[config.mk]
export PLATFORM = sky130hd
export DESIGN_NAME = epoch_seconds_to_local_date
export DESIGN_NICKNAME = d
export VERILOG_FILES = /design/src/ets_pkg.sv /design/src/ets_div60.sv /design/src/ets_year.sv /design/src/ets_date.sv /design/src/epoch_seconds_to_local_date.sv
export SDC_FILE = /design/constraint.sdc
export NUM_CORES = 2
export LEC_CHECK = 0
export ABC_CLOCK_PERIOD_IN_PS = 13200
export BUFFER_PORTS_ARGS = -buffer_cell sky130_fd_sc_hd__buf_2
export CAP_MARGIN = 20
export CORE_MARGIN = 2
export CORE_UTILIZATION = 48
export CTS_CLUSTER_DIAMETER = 50
export DETAILED_ROUTE_END_ITERATION = 12
export PLACE_DENSITY = 0.63
export SYNTH_ARGS = -nofsm -noshare
export SYNTH_HDL_FRONTEND = slang
export SYNTH_HIERARCHICAL = 1
export SYNTH_SLANG_ARGS = --single-unit
export TNS_END_PERCENT = 5
[constraint.sdc]
create_clock -name clk -period 13.2 [get_ports clk]
set_input_delay 1.98 -clock clk [delete_from_list [all_inputs] [get_ports clk]]
set_output_delay 1.98 -clock clk [all_outputs]
set_load 0.02 [all_outputs]
[src/ets_pkg.sv]
// ets_pkg: constants, types and the month table for the epoch-to-local-date pipeline.
// No dependencies; imported by every module of the block but ets_checker.
package ets_pkg;

    // Local zone is eight hours ahead of UTC.
    localparam logic [32:0] ZONE_OFFSET_SEC = 33'd28800;

    // floor(2^35 / 15): x / 60 == ((x >> 2) * DIV15_MUL) >> 35, low by at most one.
    localparam logic [31:0] DIV15_MUL = 32'((64'd1 << 35) / 64'd15);

    // Four-year span (one leap year) in hours, and its reciprocal with a 36-bit shift.
    localparam logic [15:0] SPAN_HOURS = 16'd35064;
    localparam logic [20:0] SPAN_MUL   = 21'((64'd1 << 36) / 64'd35064);

    localparam logic [13:0] YEAR_HOURS      = 14'd8760;
    localparam logic [13:0] LEAP_YEAR_HOURS = 14'd8784;

    // floor(2^16 / 24) for the hours-to-days split.
    localparam logic [11:0] DAY_MUL       = 12'((32'd1 << 16) / 32'd24);
    localparam logic [4:0]  HOURS_PER_DAY = 5'd24;

    localparam logic [11:0] EPOCH_YEAR = 12'd1970;

    // Zero-based day of year of Feb 29 in a leap year.
    localparam logic [8:0] LEAP_DAY_DOY = 9'd59;

    // Minute and second carried alongside the pipeline.
    typedef struct packed {
        logic [5:0] minute;
        logic [5:0] second;
    } ets_ms_t;

    // First zero-based day of each month in a common year.
    function automatic logic [8:0] month_start(input logic [3:0] idx);
        logic [8:0] s;
        case (idx)
            4'd0:    s = 9'd0;
            4'd1:    s = 9'd31;
            4'd2:    s = 9'd59;
            4'd3:    s = 9'd90;
            4'd4:    s = 9'd120;
            4'd5:    s = 9'd151;
            4'd6:    s = 9'd181;
            4'd7:    s = 9'd212;
            4'd8:    s = 9'd243;
            4'd9:    s = 9'd273;
            4'd10:   s = 9'd304;
            4'd11:   s = 9'd334;
            default: s = 9'd0;
        endcase
        return s;
    endfunction

endpackage

[src/ets_div60.sv]
// ets_div60: two-stage divide by 60 (reciprocal multiply, then correction).
// The remainder is shifted into the minute/second side word. Uses ets_pkg.
module ets_div60 (
    input  logic            clk,
    input  logic            rst_n,
    input  logic            adv,
    input  logic            in_valid,
    input  logic [32:0]     in_value,
    input  ets_pkg::ets_ms_t in_ms,
    output logic            out_valid,
    output logic [26:0]     out_quot,
    output ets_pkg::ets_ms_t out_ms
);
    import ets_pkg::*;

    logic        v1_reg;
    logic [32:0] val1_reg;
    logic [62:0] prod_reg;
    ets_ms_t     ms1_reg;

    logic        v2_reg;
    logic [26:0] quot_reg;
    ets_ms_t     ms2_reg;

    logic [62:0] prod_next;
    logic [27:0] q_est;
    logic [32:0] q_x60;
    logic [6:0]  rem_raw;
    logic [26:0] quot_next;
    ets_ms_t     ms_next;

    assign prod_next = in_value[32:2] * DIV15_MUL;

    // New remainder enters the minute slot; the previous one moves down to second.
    always_comb
    begin
        q_est   = prod_reg[62:35];
        q_x60   = 33'({q_est, 6'b0}) - 33'({q_est, 2'b0});
        rem_raw = 7'(val1_reg - q_x60);
        ms_next.second = ms1_reg.minute;
        if (rem_raw >= 7'd60)
        begin
            quot_next      = 27'(q_est + 28'd1);
            ms_next.minute = 6'(rem_raw - 7'd60);
        end
        else
        begin
            quot_next      = 27'(q_est);
            ms_next.minute = 6'(rem_raw);
        end
    end

    always_ff @(posedge clk or negedge rst_n)
    begin
        if (!rst_n)
        begin
            v1_reg <= 1'b0;
            v2_reg <= 1'b0;
        end
        else if (adv)
        begin
            v1_reg <= in_valid;
            v2_reg <= v1_reg;
        end
    end

    always_ff @(posedge clk)
    begin
        if (adv)
        begin
            val1_reg <= in_value;
            prod_reg <= prod_next;
            ms1_reg  <= in_ms;
            quot_reg <= quot_next;
            ms2_reg  <= ms_next;
        end
    end

    assign out_valid = v2_reg;
    assign out_quot  = quot_reg;
    assign out_ms    = ms2_reg;

endmodule

[src/ets_year.sv]
// ets_year: three stages from hours since epoch to year, leap flag and hour of year.
// Splits off four-year spans by reciprocal multiply, then walks the years. Uses ets_pkg.
module ets_year (
    input  logic            clk,
    input  logic            rst_n,
    input  logic            adv,
    input  logic            in_valid,
    input  logic [20:0]     in_hours,
    input  ets_pkg::ets_ms_t in_ms,
    output logic            out_valid,
    output logic [11:0]     out_year,
    output logic            out_leap,
    output logic [13:0]     out_rem,
    output ets_pkg::ets_ms_t out_ms
);
    import ets_pkg::*;

    // stage a: multiply
    logic        va_reg;
    logic [20:0] hours_a_reg;
    logic [41:0] prod_a_reg;
    ets_ms_t     ms_a_reg;
    // stage b: span count and hour within span
    logic        vb_reg;
    logic [5:0]  span_b_reg;
    logic [15:0] rem_b_reg;
    ets_ms_t     ms_b_reg;
    // stage c: year walk
    logic        vc_reg;
    logic [11:0] year_c_reg;
    logic        leap_c_reg;
    logic [13:0] rem_c_reg;
    ets_ms_t     ms_c_reg;

    logic [41:0] prod_next;
    logic [5:0]  span_est;
    logic [20:0] span_x;
    logic [16:0] rem_raw;
    logic [5:0]  span_next;
    logic [15:0] rem_b_next;
    logic [1:0]  yoff;
    logic [13:0] rem_c_next;
    logic        leap_next;
    logic [11:0] year_next;

    assign prod_next = in_hours * SPAN_MUL;

    always_comb
    begin
        span_est = prod_a_reg[41:36];
        span_x   = 21'(span_est * SPAN_HOURS);
        rem_raw  = 17'(hours_a_reg - span_x);
        if (rem_raw >= 17'(SPAN_HOURS))
        begin
            span_next  = span_est + 6'd1;
            rem_b_next = 16'(rem_raw - 17'(SPAN_HOURS));
        end
        else
        begin
            span_next  = span_est;
            rem_b_next = 16'(rem_raw);
        end
    end

    // Each span starts two years after a leap year: common, common, leap, common.
    always_comb
    begin
        if (rem_b_reg < 16'(YEAR_HOURS))
        begin
            yoff       = 2'd0;
            rem_c_next = 14'(rem_b_reg);
        end
        else if (rem_b_reg < 16'(2 * YEAR_HOURS))
        begin
            yoff       = 2'd1;
            rem_c_next = 14'(rem_b_reg - 16'(YEAR_HOURS));
        end
        else if (rem_b_reg < 16'(YEAR_HOURS) + 16'(YEAR_HOURS) + 16'(LEAP_YEAR_HOURS))
        begin
            yoff       = 2'd2;
            rem_c_next = 14'(rem_b_reg - 16'(2 * YEAR_HOURS));
        end
        else
        begin
            yoff       = 2'd3;
            rem_c_next = 14'(rem_b_reg - 16'(YEAR_HOURS) - 16'(YEAR_HOURS)
                             - 16'(LEAP_YEAR_HOURS));
        end
        leap_next = (yoff == 2'd2);
        year_next = EPOCH_YEAR + 12'({span_b_reg, 2'b00}) + 12'(yoff);
    end

    always_ff @(posedge clk or negedge rst_n)
    begin
        if (!rst_n)
        begin
            va_reg <= 1'b0;
            vb_reg <= 1'b0;
            vc_reg <= 1'b0;
        end
        else if (adv)
        begin
            va_reg <= in_valid;
            vb_reg <= va_reg;
            vc_reg <= vb_reg;
        end
    end

    always_ff @(posedge clk)
    begin
        if (adv)
        begin
            hours_a_reg <= in_hours;
            prod_a_reg  <= prod_next;
            ms_a_reg    <= in_ms;
            span_b_reg  <= span_next;
            rem_b_reg   <= rem_b_next;
            ms_b_reg    <= ms_a_reg;
            year_c_reg  <= year_next;
            leap_c_reg  <= leap_next;
            rem_c_reg   <= rem_c_next;
            ms_c_reg    <= ms_b_reg;
        end
    end

    assign out_valid = vc_reg;
    assign out_year  = year_c_reg;
    assign out_leap  = leap_c_reg;
    assign out_rem   = rem_c_reg;
    assign out_ms    = ms_c_reg;

endmodule

[src/ets_date.sv]
// ets_date: two stages from hour of year to day of year and hour, then month and day.
// Holds the output register of the block. Uses ets_pkg (month table).
module ets_date (
    input  logic            clk,
    input  logic            rst_n,
    input  logic            adv,
    input  logic            in_valid,
    input  logic [11:0]     in_year,
    input  logic            in_leap,
    input  logic [13:0]     in_rem,
    input  ets_pkg::ets_ms_t in_ms,
    output logic            out_valid,
    output logic [11:0]     out_year,
    output logic [3:0]      out_month,
    output logic [4:0]      out_day,
    output logic [4:0]      out_hour,
    output ets_pkg::ets_ms_t out_ms
);
    import ets_pkg::*;

    // stage d: day split
    logic        vd_reg;
    logic [11:0] year_d_reg;
    logic        leap_d_reg;
    logic [8:0]  doy_d_reg;
    logic [4:0]  hour_d_reg;
    ets_ms_t     ms_d_reg;
    // stage e: result
    logic        ve_reg;
    logic [11:0] year_e_reg;
    logic [3:0]  month_e_reg;
    logic [4:0]  day_e_reg;
    logic [4:0]  hour_e_reg;
    ets_ms_t     ms_e_reg;

    logic [25:0] dprod;
    logic [9:0]  doy_est;
    logic [13:0] d_x24;
    logic [5:0]  hr_raw;
    logic [8:0]  doy_next;
    logic [4:0]  hour_next;
    logic [8:0]  dcom;
    logic [3:0]  midx;
    logic [3:0]  month_next;
    logic [4:0]  day_next;

    always_comb
    begin
        dprod   = in_rem * DAY_MUL;
        doy_est = dprod[25:16];
        d_x24   = 14'(doy_est * HOURS_PER_DAY);
        hr_raw  = 6'(in_rem - d_x24);
        if (hr_raw >= 6'(HOURS_PER_DAY))
        begin
            doy_next  = 9'(doy_est + 10'd1);
            hour_next = 5'(hr_raw - 6'(HOURS_PER_DAY));
        end
        else
        begin
            doy_next  = 9'(doy_est);
            hour_next = 5'(hr_raw);
        end
    end

    // Leap day is its own case; later days of a leap year fold onto the common table.
    always_comb
    begin
        dcom = (leap_d_reg && doy_d_reg > LEAP_DAY_DOY) ? doy_d_reg - 9'd1 : doy_d_reg;
        midx = 4'd0;
        for (int k = 1; k < 12; k++)
        begin
            if (dcom >= month_start(4'(k)))
                midx = 4'(k);
        end
        if (leap_d_reg && doy_d_reg == LEAP_DAY_DOY)
        begin
            month_next = 4'd2;
            day_next   = 5'd29;
        end
        else
        begin
            month_next = midx + 4'd1;
            day_next   = 5'(dcom - month_start(midx) + 9'd1);
        end
    end

    always_ff @(posedge clk or negedge rst_n)
    begin
        if (!rst_n)
        begin
            vd_reg <= 1'b0;
            ve_reg <= 1'b0;
        end
        else if (adv)
        begin
            vd_reg <= in_valid;
            ve_reg <= vd_reg;
        end
    end

    always_ff @(posedge clk)
    begin
        if (adv)
        begin
            year_d_reg  <= in_year;
            leap_d_reg  <= in_leap;
            doy_d_reg   <= doy_next;
            hour_d_reg  <= hour_next;
            ms_d_reg    <= in_ms;
            year_e_reg  <= year_d_reg;
            month_e_reg <= month_next;
            day_e_reg   <= day_next;
            hour_e_reg  <= hour_d_reg;
            ms_e_reg    <= ms_d_reg;
        end
    end

    assign out_valid = ve_reg;
    assign out_year  = year_e_reg;
    assign out_month = month_e_reg;
    assign out_day   = day_e_reg;
    assign out_hour  = hour_e_reg;
    assign out_ms    = ms_e_reg;

endmodule

[src/epoch_seconds_to_local_date.sv]
// Channel  | Handshake           | Payload                                   | Dir
// ---------+---------------------+-------------------------------------------+----
// input    | in_valid / in_stall | epoch_seconds[31:0]                       | in
// output   | out_valid/out_stall | year, month, day, hour, minute, second    | out
//
// One transaction in, one out. Accepts a timestamp every cycle unless in_stall is high.
// Pipeline: offset add, two 2-stage divide-by-60, 3-stage year split, 2-stage date split.
// The pipeline moves as a whole: a stalled output holds every stage and in_stall follows.
// rst_n clears only the valid bits; data registers are not reset.
//
// epoch_seconds_to_local_date: Unix seconds to calendar date and time in UTC+8.
// Depends on ets_pkg, ets_div60, ets_year, ets_date.
module epoch_seconds_to_local_date (
    input  logic        clk,
    input  logic        rst_n,
    input  logic        in_valid,
    output logic        in_stall,
    input  logic [31:0] epoch_seconds,
    output logic        out_valid,
    input  logic        out_stall,
    output logic [11:0] year,
    output logic [3:0]  month,
    output logic [4:0]  day,
    output logic [4:0]  hour,
    output logic [5:0]  minute,
    output logic [5:0]  second
);
    import ets_pkg::*;

    // Global advance: everything moves unless a finished result is held.
    logic        adv;

    // Offset stage: local seconds, 33 bits so the add never wraps.
    logic        v0_reg;
    logic [32:0] local_reg;

    logic        v_min;
    logic [26:0] minutes;
    ets_ms_t     ms_min;

    logic        v_hr;
    logic [26:0] hours_wide;
    ets_ms_t     ms_hr;

    logic        v_yr;
    logic [11:0] yr_year;
    logic        yr_leap;
    logic [13:0] yr_rem;
    ets_ms_t     ms_yr;

    ets_ms_t     ms_out;

    assign in_stall = out_valid && out_stall;
    assign adv      = !in_stall;

    always_ff @(posedge clk or negedge rst_n)
    begin
        if (!rst_n)
            v0_reg <= 1'b0;
        else if (adv)
            v0_reg <= in_valid;
    end

    always_ff @(posedge clk)
    begin
        if (adv)
            local_reg <= 33'(epoch_seconds) + ZONE_OFFSET_SEC;
    end

    // seconds -> minutes; second lands in the side word
    ets_div60 u_div_sec (
        .clk       (clk),
        .rst_n     (rst_n),
        .adv       (adv),
        .in_valid  (v0_reg),
        .in_value  (local_reg),
        .in_ms     ('0),
        .out_valid (v_min),
        .out_quot  (minutes),
        .out_ms    (ms_min)
    );

    // minutes -> hours; minute shifts in and pushes the second down
    ets_div60 u_div_min (
        .clk       (clk),
        .rst_n     (rst_n),
        .adv       (adv),
        .in_valid  (v_min),
        .in_value  (33'(minutes)),
        .in_ms     (ms_min),
        .out_valid (v_hr),
        .out_quot  (hours_wide),
        .out_ms    (ms_hr)
    );

    // hours since epoch fit in 21 bits for any 32-bit input
    ets_year u_year (
        .clk       (clk),
        .rst_n     (rst_n),
        .adv       (adv),
        .in_valid  (v_hr),
        .in_hours  (hours_wide[20:0]),
        .in_ms     (ms_hr),
        .out_valid (v_yr),
        .out_year  (yr_year),
        .out_leap  (yr_leap),
        .out_rem   (yr_rem),
        .out_ms    (ms_yr)
    );

    ets_date u_date (
        .clk       (clk),
        .rst_n     (rst_n),
        .adv       (adv),
        .in_valid  (v_yr),
        .in_year   (yr_year),
        .in_leap   (yr_leap),
        .in_rem    (yr_rem),
        .in_ms     (ms_yr),
        .out_valid (out_valid),
        .out_year  (year),
        .out_month (month),
        .out_day   (day),
        .out_hour  (hour),
        .out_ms    (ms_out)
    );

    assign minute = ms_out.minute;
    assign second = ms_out.second;

endmodule

# After elaboration in Yosys (flattened, before gate mapping)
# Memories as Yosys holds them, arrays and structs flattened.
# Cells that the tools add are included.
totals:
  ff_bits: 462
  mem_bits_ro: 144
  inputBits: 36
  elab_cells: 129
  mem_count: 1
op_classes:
  n_addsub: 25
  multipliers: 6
  n_lt_le_gt_ge: 19
  n_eq_ne: 2
  mux: 27
  n_reduce_logical: 3
mem_list:
  columns: ["memory", "depth", "word_bits", "read_ports", "rd_ports_with_merged_regs", "wr", "line_no", "rtl"]
  rows:
  - ["(no name shown)", 16, 9, 1, 0, 0, "ets_pkg.sv:36", "case (idx)"]
ops:
  columns: ["op", "count"]
  rows:
  - ["multiplier 31 x 29 -> 59 bit, second input constant", 1]
  - ["multiplier 25 x 29 -> 53 bit, second input constant", 1]
  - ["multiplier 21 x 21 -> 42 bit, second input constant", 1]
  - ["two-way mux 14 bit", 3]
  - ["subtractor 14 bit, second input constant", 3]
  - ["greater-or-equal comparator 9 x 8 -> 1 bit, second input constant", 4]
  - ["adder 32 x 15 -> 33 bit, second input constant", 1]
  - ["less-than comparator 16 x 15 -> 1 bit, second input constant", 2]
  - ["subtractor 7 bit", 4]
  - ["adder 27 x 1 -> 27 bit, second input constant", 1]
  - ["greater-or-equal comparator 9 bit, second input constant", 3]
  - ["two-way mux 27 bit", 1]
  - ["multiplier 14 x 11 -> 25 bit, second input constant", 1]
  - ["adder 21 x 1 -> 21 bit, second input constant", 1]
  - ["two-way mux 21 bit", 1]
  - ["greater-or-equal comparator 9 x 7 -> 1 bit, second input constant", 2]
  - ["two-way mux 6 bit", 3]
  - ["two-way mux 9 bit", 2]
  - ["greater-or-equal comparator 17 x 16 -> 1 bit, second input constant", 1]
  - ["subtractor 17 bit", 1]
  - ["less-than comparator 16 x 14 -> 1 bit, second input constant", 1]
  - ["two-way mux 16 bit", 1]
  - ["two-way mux 4 bit", 4]
  - ["subtractor 16 bit, second input constant", 1]
  - ["26 further kinds", 38]

# Depth between registers and ports, before layout
# An unclocked memory read counts as a cell.
depth:
  word_depth: 19
  mapped_depth: 26
  mapped_depth_nobuf: 26

# Modules after synthesis
# The synthesis kept the hierarchy.
modules_own_cells:
  columns: ["mod", "instances", "cells_each", "area_each_um2", "seq_area_each_um2"]
  rows:
  - ["ets_year", 1, 1322, 14771.7, 3318.2]
  - ["ets_div60 (u_div_sec)", 1, 1206, 12052.8, 2422.3]
  - ["ets_div60 (u_div_min)", 1, 1164, 11891.4, 2422.3]
  - ["ets_date", 1, 586, 6466.2, 2362.3]
  - ["epoch_seconds_to_local_date", 1, 108, 1554.0, 1016.0]

# Least setup slack after synthesis
# OpenSTA, ideal clock, no wires.
synth_path:
  path_type: "in2out"
  start: "in out_stall"
  end: "out in_stall"
  arrival_ns: 11.594
  t_required_ns: 11.220
  slack_ns: -0.374
  cell_stages: 2
  path_buffers: 0
  cell_sequence: "nand2_1 -> inv_1"
synth_via:
  elab_chain_cells: 1
synth_lines:
  columns: ["element", "line_no", "rtl"]
  rows:
  - ["from (decl)", "epoch_seconds_to_local_date.sv:20", "input logic out_stall,"]
  - ["logical AND 1 bit", "epoch_seconds_to_local_date.sv:53", "assign in_stall = out_valid && out_stall;"]
  - ["to (decl)", "epoch_seconds_to_local_date.sv:17", "output logic in_stall,"]
# Every way passes these cells.

# Worst setup path after layout
layout_path:
  start: "reg u_year.rem_c_reg[5], in the netlist u_year/out_rem[5]"
  end: "reg u_date.doy_d_reg[8], data pin"
layout_via:
  elab_chain_cells: 5
  elab_cells_between_ends: 6
  classes_between: "2 x add/sub; 2 x mul; 1 x order compare; 1 x mux"
layout_lines:
  columns: ["element", "line_no", "rtl"]
  rows:
  - ["from (decl)", "ets_year.sv:32", "logic [13:0] rem_c_reg;"]
  - ["from (signal assigned)", "ets_year.sv:121", "rem_c_reg <= rem_c_next;"]
  - ["multiplier 14 x 11 -> 25 bit", "ets_date.sv:49", "dprod = in_rem * DAY_MUL;"]
  - ["multiplier 10 x 2 -> 3 bit", "ets_date.sv:51", "d_x24 = 14'(doy_est * HOURS_PER_DAY);"]
  - ["subtractor 6 bit", "ets_date.sv:52", "hr_raw = 6'(in_rem - d_x24);"]
  - ["greater-or-equal comparator 6 x 5 -> 1 bit", "ets_date.sv:53", "if (hr_raw >= 6'(HOURS_PER_DAY))"]
  - ["two-way mux 9 bit *", "ets_date.sv:53", null]
  - ["named net u_date.doy_next[8]", "ets_date.sv:40", "logic [8:0] doy_next;"]
  - ["to (signal assigned)", "ets_date.sv:107", "doy_d_reg <= doy_next;"]
  - ["to (decl)", "ets_date.sv:25", "logic [8:0] doy_d_reg;"]
# Mark *: on every way through the listed nets, which the timed path passes. The rest lies on a longest branch.
# A chain may end at the register's enable or synchronous reset.

==> results.md <==
* Outcome: finished clean
* Global routing usage on met3 at 2.63%
* Critical path class: flip-flop to flip-flop
* Die span in y at 311 µm
* M2 GR Usage at 33.8%
* First-pass GRT wire length at 160000 µm
* CP top delay family: adder cells
* Via density at 5.20
* Core area at 93300 µm²
* Initial Utilization at 48.4%
* Later-pin clock latency in the skew report at 600 ps
* Worst-Margin Slew at 1050 ps
* Post-Route WL at 96800 µm
* Critical path cell sequence: ha_1 > inv_1 > fa_1 > inv_1 > fa_1 > inv_1 > fa_1 > fa_1 > inv_1 > ha_1 > a21oi_1 > o21ai_0 > or3_1 > o211ai_1 > ha_1 > fa_1 > xnor2_1 > xnor2_1 > o21ai_0 > nand2_1 > nor3_1 > nor3b_1 > xnor3_1
* Placer Congestion at 0.931
* Tmin final at 7130 ps
* Met1 usage at 29.4%
* CP max-delay cell: fa_1
* WL/cell at 17.1 µm
* Slew HR at 29.9%
* Layout cells sized above 1 at 5.92%
* Synthesized instance count at 4260
* Worst setup SP type: flip-flop
* Final worst path period share at 54.0%
* Vias in the first global route at 30144
* FMAX at 0.140 GHz
* Post-route ant nets at 0
* WP buf/inv at 4
* CTS sink cnt at 362
* Max clock buf depth at 3
* Crit-path max cell delay at 550 ps
* Die X at 311 µm
* Via count at 29429
* Num rows at 112
* Final Hold Viols at 0
* Pin count of the biggest net entering global routing at 156
* Commonest non-fill, non-tap cell in the layout: inv_1
* Die area at 96600 µm²
* Post-cts resize count at 0
* RSZ-0062 raised after global routing: no
* CP dominant cell by count: fa_1
* Fin. max-slew vios at 0
* Fin Clk Skew at 23.3 ps
* Crit path required time at 13550 ps
* Area delta synth->final at 7.55%
* Buffers on Ports at 75
* Worst-path fanout max at 5
* Synth Cell Area at 45200 µm²
* Final setup fails at 0
* Postcts setup bufs at 0
* Global route hottest layer: met2
* Critical path arrival at 7470 ps
* DRT Pass-1 Iters at 5
* Clk slew on worst S/H paths at 60 ps
* Most frequent cells in the layout: inv_1, ha_1, fa_1, edfxtp_1, a21oi_1
* Antenna diode count at 0
* Initial antenna violation count at 1
* Nets at 5711
* Initial DRC Count at 1828
* Number of flip-flops in the largest register at 33
* Layout fillers at 8421
* Max-cap violations at 0
* Setup TNS at 0 ps
* YS warnings at 6
* HPWL after detailed placement at 81400 µm
* Worst Hold Class: flip-flop to flip-flop
* CTS H-tree depth at 2
* Syn Area/Cell at 10.6 µm²
* Drt drc at 0
* CTS tree: built
* Clock buffer count from CTS at 51
* # IOs at 76
* Global route overflow at 0
* Crit. End Element: flip-flop
* All-Layer GR Usage at 20.5%
* Hold_buf cts at 0
* Root buf cell: clkbuf_16
-- worst reg2reg max path, cell delays in order, from the launching register on --
cell      delay, ps
edfxtp_1        520
ha_1            360
inv_1            50
fa_1            470
inv_1            60
fa_1            490
inv_1            50
fa_1            500
fa_1            550
inv_1            40
ha_1            310
a21oi_1         150
o21ai_0         150
or3_1           330
o211ai_1        340
ha_1            340
fa_1            410
xnor2_1         140
xnor2_1         170
o21ai_0         230
nand2_1         230
nor3_1          330
nor3b_1         300
xnor3_1         350
-- layer usage --
layer,up-vias,routed length (µm)
met5,-,0
met4,0,1380
met3,94,4290
met2,538,45700
met1,14403,45500
li1,14394,-
-- final cells by class --
cell class,instances,area (µm²),share of cell area (%)
clock buffers,60,1330,2.74
inverters,1031,3870,7.97
multi-input cells,2843,30200,62.2
repair buffers,80,425,0.876
clock inverters,31,337,0.693
flip-flops and latches,362,10800,22.3
well taps,1254,1570,3.23
-- per-stage QoR --
| stage | utilization, % | area (µm²) | hold WS, ps | worst slack [ps] | cells |
|---|---|---|---|---|---|
| finish | 52.1 | 48600 | 413 | 6070 | 5661 |
| global route | 52.1 | 48600 | 419 | 5670 | 5661 |
| floorplan | - | 45300 | 400 | 210 | 4289 |
| global placement | 50.3 | 46900 | 401 | 6180 | 5570 |
| CTS | 52.1 | 48600 | 414 | 6060 | 5661 |
| detailed placement | 50.3 | 46900 | 405 | 6090 | 5570 |
-- final timing paths --
path / start / endpoint / slack (ps) / cells after the start
max in group asynchronous: rst_n / u_year/vb_reg / 11790 / 1
worst min register to register: u_div_sec/out_quot[0] / u_div_min/val1_reg[0] / 410 / 0
min in group asynchronous: rst_n / v0_reg / 1230 / 1
worst max register to register: u_year/out_rem[5] / u_date/doy_d_reg[8] / 6070 / 23
worst max-delay path: u_year/out_rem[5] / u_date/doy_d_reg[8] / 6070 / 23
worst min-delay path: u_div_sec/out_quot[0] / u_div_min/val1_reg[0] / 410 / 0
Power is not shown: default switching activity piles up to over one toggle a cycle in this logic, so the estimate is an artifact.
